## config.mk

```make
export PLATFORM = sky130hd
export DESIGN_NAME = dslc_ctrl
export DESIGN_NICKNAME = d
export VERILOG_FILES = /design/src/rtl/core/dslc_pkg.sv /design/src/rtl/core/dslc_ctrl.sv
export SDC_FILE = /design/constraint.sdc
export NUM_CORES = 1
export LEC_CHECK = 0
export BUFFER_PORTS_ARGS = -buffer_cell sky130_fd_sc_hd__buf_2
export CAP_MARGIN = 20
export CORE_UTILIZATION = 25
export CTS_CLUSTER_DIAMETER = 50
export DETAILED_ROUTE_END_ITERATION = 10
export REMOVE_ABC_BUFFERS = 1
export SLEW_MARGIN = 20
export SYNTH_ARGS = -nofsm -noshare
export SYNTH_HDL_FRONTEND = slang
export SYNTH_SLANG_ARGS = --single-unit
```

## constraint.sdc

```tcl
create_clock -name clock -period 5.6 [get_ports clock]
set_clock_uncertainty 0.15 [all_clocks]
set_input_delay 0 -clock clock [delete_from_list [all_inputs] [get_ports clock]]
set_output_delay 0 -clock clock [all_outputs]
set_load 0.005 [all_outputs]
```

## src/rtl/core/dslc_pkg.sv

```systemverilog
// Shared types and constants of the depth sorted layer compositor.
// Used by dslc_ctrl, dslc_datapath and the top level; depends on nothing.
`default_nettype none
package dslc_pkg;

   localparam int FRAC_BITS = 24;
   localparam logic [24:0] FRAC_ONE = 25'h100_0000;
   localparam int DIV_STEPS = 49;

   typedef enum logic [1:0] {
      MODE_NORMAL   = 2'd0,
      MODE_MULTIPLY = 2'd1,
      MODE_SCREEN   = 2'd2,
      MODE_UNUSED   = 2'd3
   } mode_type;

   typedef enum logic [3:0] {
      OP_NONE,
      OP_PICK_INIT,
      OP_SCAN,
      OP_EVAL,
      OP_MUL1,
      OP_MUL2,
      OP_MUL3,
      OP_DIV,
      OP_MUL4,
      OP_WB,
      OP_OUT
   } op_type;

   typedef struct packed {
      op_type op;
      logic   accept;
   } cmd_type;

   typedef struct packed {
      logic scan_last;
      logic picks_done;
      logic alpha_zero;
      logic div_last;
   } status_type;

   // floor(v * 2^24 / 65535)
   function automatic logic [24:0] to_frac(input logic [15:0] v);
      logic [7:0]  q0;
      logic [16:0] r;
      logic [8:0]  q;
      begin
         q0 = v[15:8];
         r  = {1'b0, v[7:0], 8'h00} + {9'h000, q0};
         q  = {1'b0, q0} + ((r >= 17'd65535) ? 9'd1 : 9'd0);
         to_frac = {1'b0, v, 8'h00} + {16'h0000, q};
      end
   endfunction

   // min((f * 65535) >> 24, 65535)
   function automatic logic [15:0] from_frac(input logic [29:0] f);
      logic [45:0] p;
      begin
         p = {f, 16'h0000} - {16'h0000, f};
         from_frac = (p[45:40] != 6'd0) ? 16'hFFFF : p[39:24];
      end
   endfunction

endpackage
`default_nettype wire

```

## src/rtl/core/dslc_ctrl.sv

```systemverilog
// Sequencer of the compositor: collect, sort scan, composite steps, result.
// Depends on dslc_pkg; drives dslc_datapath through cmd and reads its status.
`default_nettype none
module dslc_ctrl (
   input  wire logic                clock,
   input  wire logic                reset,
   input  wire logic                req_tvalid,
   output logic                     req_tready,
   input  wire logic                req_tlast,
   output logic                     rsp_tvalid,
   input  wire logic                rsp_tready,
   output dslc_pkg::cmd_type        cmd,
   input  wire dslc_pkg::status_type status
);

   typedef enum logic [10:0] {
      S_COLLECT = 11'b000_0000_0001,
      S_NEXT    = 11'b000_0000_0010,
      S_SCAN_RD = 11'b000_0000_0100,
      S_SCAN    = 11'b000_0000_1000,
      S_EVAL    = 11'b000_0001_0000,
      S_MUL1    = 11'b000_0010_0000,
      S_MUL2    = 11'b000_0100_0000,
      S_MUL3    = 11'b000_1000_0000,
      S_DIV     = 11'b001_0000_0000,
      S_MUL4    = 11'b010_0000_0000,
      S_WB      = 11'b100_0000_0000
   } state_type;

   state_type state_ff, state_in;
   logic      rsp_valid_ff, rsp_valid_in;
   logic      finish_ff, finish_in;
   logic      accept;

   assign req_tready = (state_ff == S_COLLECT) && !finish_ff;
   assign accept     = req_tvalid && req_tready;
   assign rsp_tvalid = rsp_valid_ff;

   always_comb begin
      state_in     = state_ff;
      finish_in    = finish_ff;
      rsp_valid_in = rsp_valid_ff && !rsp_tready;
      cmd.op       = dslc_pkg::OP_NONE;
      cmd.accept   = accept;
      unique case (state_ff)
         S_COLLECT: begin
            if (finish_ff) begin
               if (!rsp_valid_ff || rsp_tready) begin
                  cmd.op       = dslc_pkg::OP_OUT;
                  rsp_valid_in = 1'b1;
                  finish_in    = 1'b0;
               end
            end else if (accept && req_tlast) begin
               state_in = S_NEXT;
            end
         end
         S_NEXT: begin
            cmd.op = dslc_pkg::OP_PICK_INIT;
            if (status.picks_done) begin
               state_in  = S_COLLECT;
               finish_in = 1'b1;
            end else begin
               state_in = S_SCAN_RD;
            end
         end
         S_SCAN_RD: state_in = S_SCAN;
         S_SCAN: begin
            cmd.op   = dslc_pkg::OP_SCAN;
            state_in = status.scan_last ? S_EVAL : S_SCAN_RD;
         end
         S_EVAL: begin
            cmd.op   = dslc_pkg::OP_EVAL;
            state_in = status.alpha_zero ? S_NEXT : S_MUL1;
         end
         S_MUL1: begin
            cmd.op   = dslc_pkg::OP_MUL1;
            state_in = S_MUL2;
         end
         S_MUL2: begin
            cmd.op   = dslc_pkg::OP_MUL2;
            state_in = S_MUL3;
         end
         S_MUL3: begin
            cmd.op   = dslc_pkg::OP_MUL3;
            state_in = S_DIV;
         end
         S_DIV: begin
            cmd.op = dslc_pkg::OP_DIV;
            if (status.div_last) state_in = S_MUL4;
         end
         S_MUL4: begin
            cmd.op   = dslc_pkg::OP_MUL4;
            state_in = S_WB;
         end
         S_WB: begin
            cmd.op   = dslc_pkg::OP_WB;
            state_in = S_NEXT;
         end
         default: state_in = S_COLLECT;
      endcase
   end

   always_ff @(posedge clock) begin
      if (reset) begin
         state_ff     <= S_COLLECT;
         rsp_valid_ff <= 1'b0;
         finish_ff    <= 1'b0;
      end else begin
         state_ff     <= state_in;
         rsp_valid_ff <= rsp_valid_in;
         finish_ff    <= finish_in;
      end
   end

   a_ready_only_collect: assert property (@(posedge clock) disable iff (reset)
      req_tready |-> (state_ff == S_COLLECT))
      else $error("input taken outside collect");
   a_div_to_mul4: assert property (@(posedge clock) disable iff (reset)
      (state_ff == S_DIV && status.div_last) |=> (state_ff == S_MUL4))
      else $error("divider exit lost");
   a_out_sets_valid: assert property (@(posedge clock) disable iff (reset)
      (cmd.op == dslc_pkg::OP_OUT) |=> rsp_valid_ff)
      else $error("result not raised");

endmodule
`default_nettype wire

```

==> qor.yml <==
status: "finished clean"
synth_area_um2: 856
design_area_um2: 1040
worst_pin_slew_ps: 588
first_iter_violations: 15
rsz0062_at_grt: "no"
num_vias: 846
ys_types: 39
drt_wl_total_um: 2010
clk-insertion-delay-late_ps: 280
final_util_pct: 32.9
grt_pass1_vias: 720
pin_count: 16
drt-pass1-iter-count: 4
timing.final.crit_period_ps: 2330
routed_via_density: 5.07
critPathArrivalTime_ps: 2180
grt_max_degree: 13
yosysSeqAreaShare_pct: 30.4
place_congestion: 0.770
critPathCaptureType: "output port"
cts_max_level: 1
tns_ps: 0
critPathMaxFanout: 8
ir_drop_uv: 108
hold_violations: 0
slew_viol_final: 0
dpl_cell_area_um2: 931
dpl.hpwl_um: 1440
avgSynthCellArea_um2: 8.07
area_delta_synth_final_pct: 21.2
p_leak_nw: 0.420
finalCritPeriodShare_pct: 41.6
worstPathRequired_ps: 5450
finalPower_mw: 0.218
drive_gt1_share_pct: 18.7
wl_per_cell_um: 12.1
layout.nets: 133
clockRootBuffer: "clkbuf_4"
clockBufferDepth: 2
cts_tree: "done"
gr-total-overflow: 0
diodes: 0
drc: 0
fp-row-count: 20
holdWs_ps: 95.1
yosysWarnings: 0
clkSlewWorstSetupHoldPaths_ps: 90
p_per_area_nw_per_um2: 210
relSlewSlack_pct: 60.5
grt_pass1_wl_um: 3170
hold_path_class: "in2reg"
cts_buffers: 3
netlist_instances: 106
max-cap-violations: 0
core_area_um2: 3150
antenna_found_initial: 0
max_freq_mhz: 429
start_kind: "register"
crit_type: "reg2out"
ys_seq_elements: 13
grt_util_all_layers_pct: 11.8
dieArea_um2: 3660
start_util_pct: 27.1
numClockSinks: 13
io_buffers: 15
setup_violations: 0
dieHeight_um: 60.5
die_w_um: 60.5
drtAntennaViolNets: 0
critical path, cell delays in order, from the launching register on:
cell	delay, ps
dfxtp_1	400
nor4_1	580
nand2_1	190
o41ai_1	470
nand2b_1	160
buf_2	110
cell usage after synthesis (all sizes together):
cell type  instances  area share [%]
a21boi             1            0.88
a21oi              4             2.8
a41oi              1             1.0
and3               2             1.5
buf                5             4.2
clkbuf             5             2.2
dfxtp             13              30
inv                3             1.3
nand2              5             2.2
nand2b             2             1.5
nand3              2             1.2
nand3b             3             2.6
nand4              6             4.4
nand4b             2             2.0
nor2               8             3.5
nor2b              2             1.5
nor3               6             3.5
nor3b              2             1.8
nor4               4             4.7
nor4b              2             2.0
o21a               2             1.8
o21ai              6             3.5
o221ai             1             1.0
o31ai              1            0.88
o32a               1             1.2
o41ai              1             1.0
or2                1            0.73
or3                3             2.8
or4                6             5.7
or4b               1             1.2
xnor2              2             2.0
xor2               3             3.1
per-layer routing:
metal  global-route usage, %  share of wire [%]
met1                    14.8                 45
met2                    19.2                 48
met3                    2.56                5.5
met4                    6.17                1.7
met5                       0                  0
flip-flops by register name, summed over array words and instances (netlist names):
name        flops
state_ff       11
finish_ff       1
rsp_tvalid      1
logic make-up after synthesis:
kind of cell	Yosys count	share of synthesized area (%)
DFF	13	30.4
xor gates and xnor gates	5	5.12
buffers and inverters	13	7.75
AOI/OAI and AO/OA	18	14.0
and+or+nand+nor	57	42.7
where the power goes:
group / internal (mW) / switching, mW / leakage, nW
Clock: 0.0276 / 0.0327 / 0.0150
Sequential: 0.0957 / 0.00704 / 0.105
Combinational: 0.0258 / 0.0286 / 0.300
area by class of cell:
| type | instances | area [um^2] |
|---|---|---|
| sequential | 13 | 260 |
| fill | 353 | 2120 |
| timing repair buffer | 23 | 155 |
| clock buffer | 4 | 26.3 |
| tap | 44 | 55.1 |
| inverter | 3 | 11.3 |
| multi-input combinational | 80 | 529 |
cell usage in the layout, fill, tap and decap left out, drive strengths merged, types with 3 or more instances in the layout:
cell | synthesis | final
buf | 5 | 15
dfxtp | 13 | 13
nor2 | 8 | 8
dlygate4sd3 | 0 | 8
nor3 | 6 | 6
nand4 | 6 | 6
or4 | 6 | 6
o21ai | 6 | 6
nand2 | 5 | 5
nor4 | 4 | 4
a21oi | 4 | 4
clkbuf | 5 | 4
xor2 | 3 | 3
nand3b | 3 | 3
inv | 3 | 3
or3 | 3 | 3
stage by stage:
step           setup slack (ps)  instances
2_1_floorplan              3670         96
3_3_place_gp               3500        155
3_5_place_dp               3470        155
4_1_cts                    3300        167
5_1_grt                    3070        167
6_report                   3270        167
repair_timing:
item,4_1_cts,5_1_grt
hold endpoints to repair,9,0
gates resized for setup,0,0
hold buffers,8,0
buffers inserted,0,0
worst paths after layout:
path / startpoint / end / slack, ps / depth (start not counted)
max: state_ff[1] / cmd[2] / 3270 / 5
min: req_tlast / state_ff[0] / 100 / 4
max reg2reg: state_ff[0] / state_ff[5] / 3320 / 4
min reg2reg: finish_ff / finish_ff / 450 / 1
Note: power is estimated with default switching activity, not from simulation.
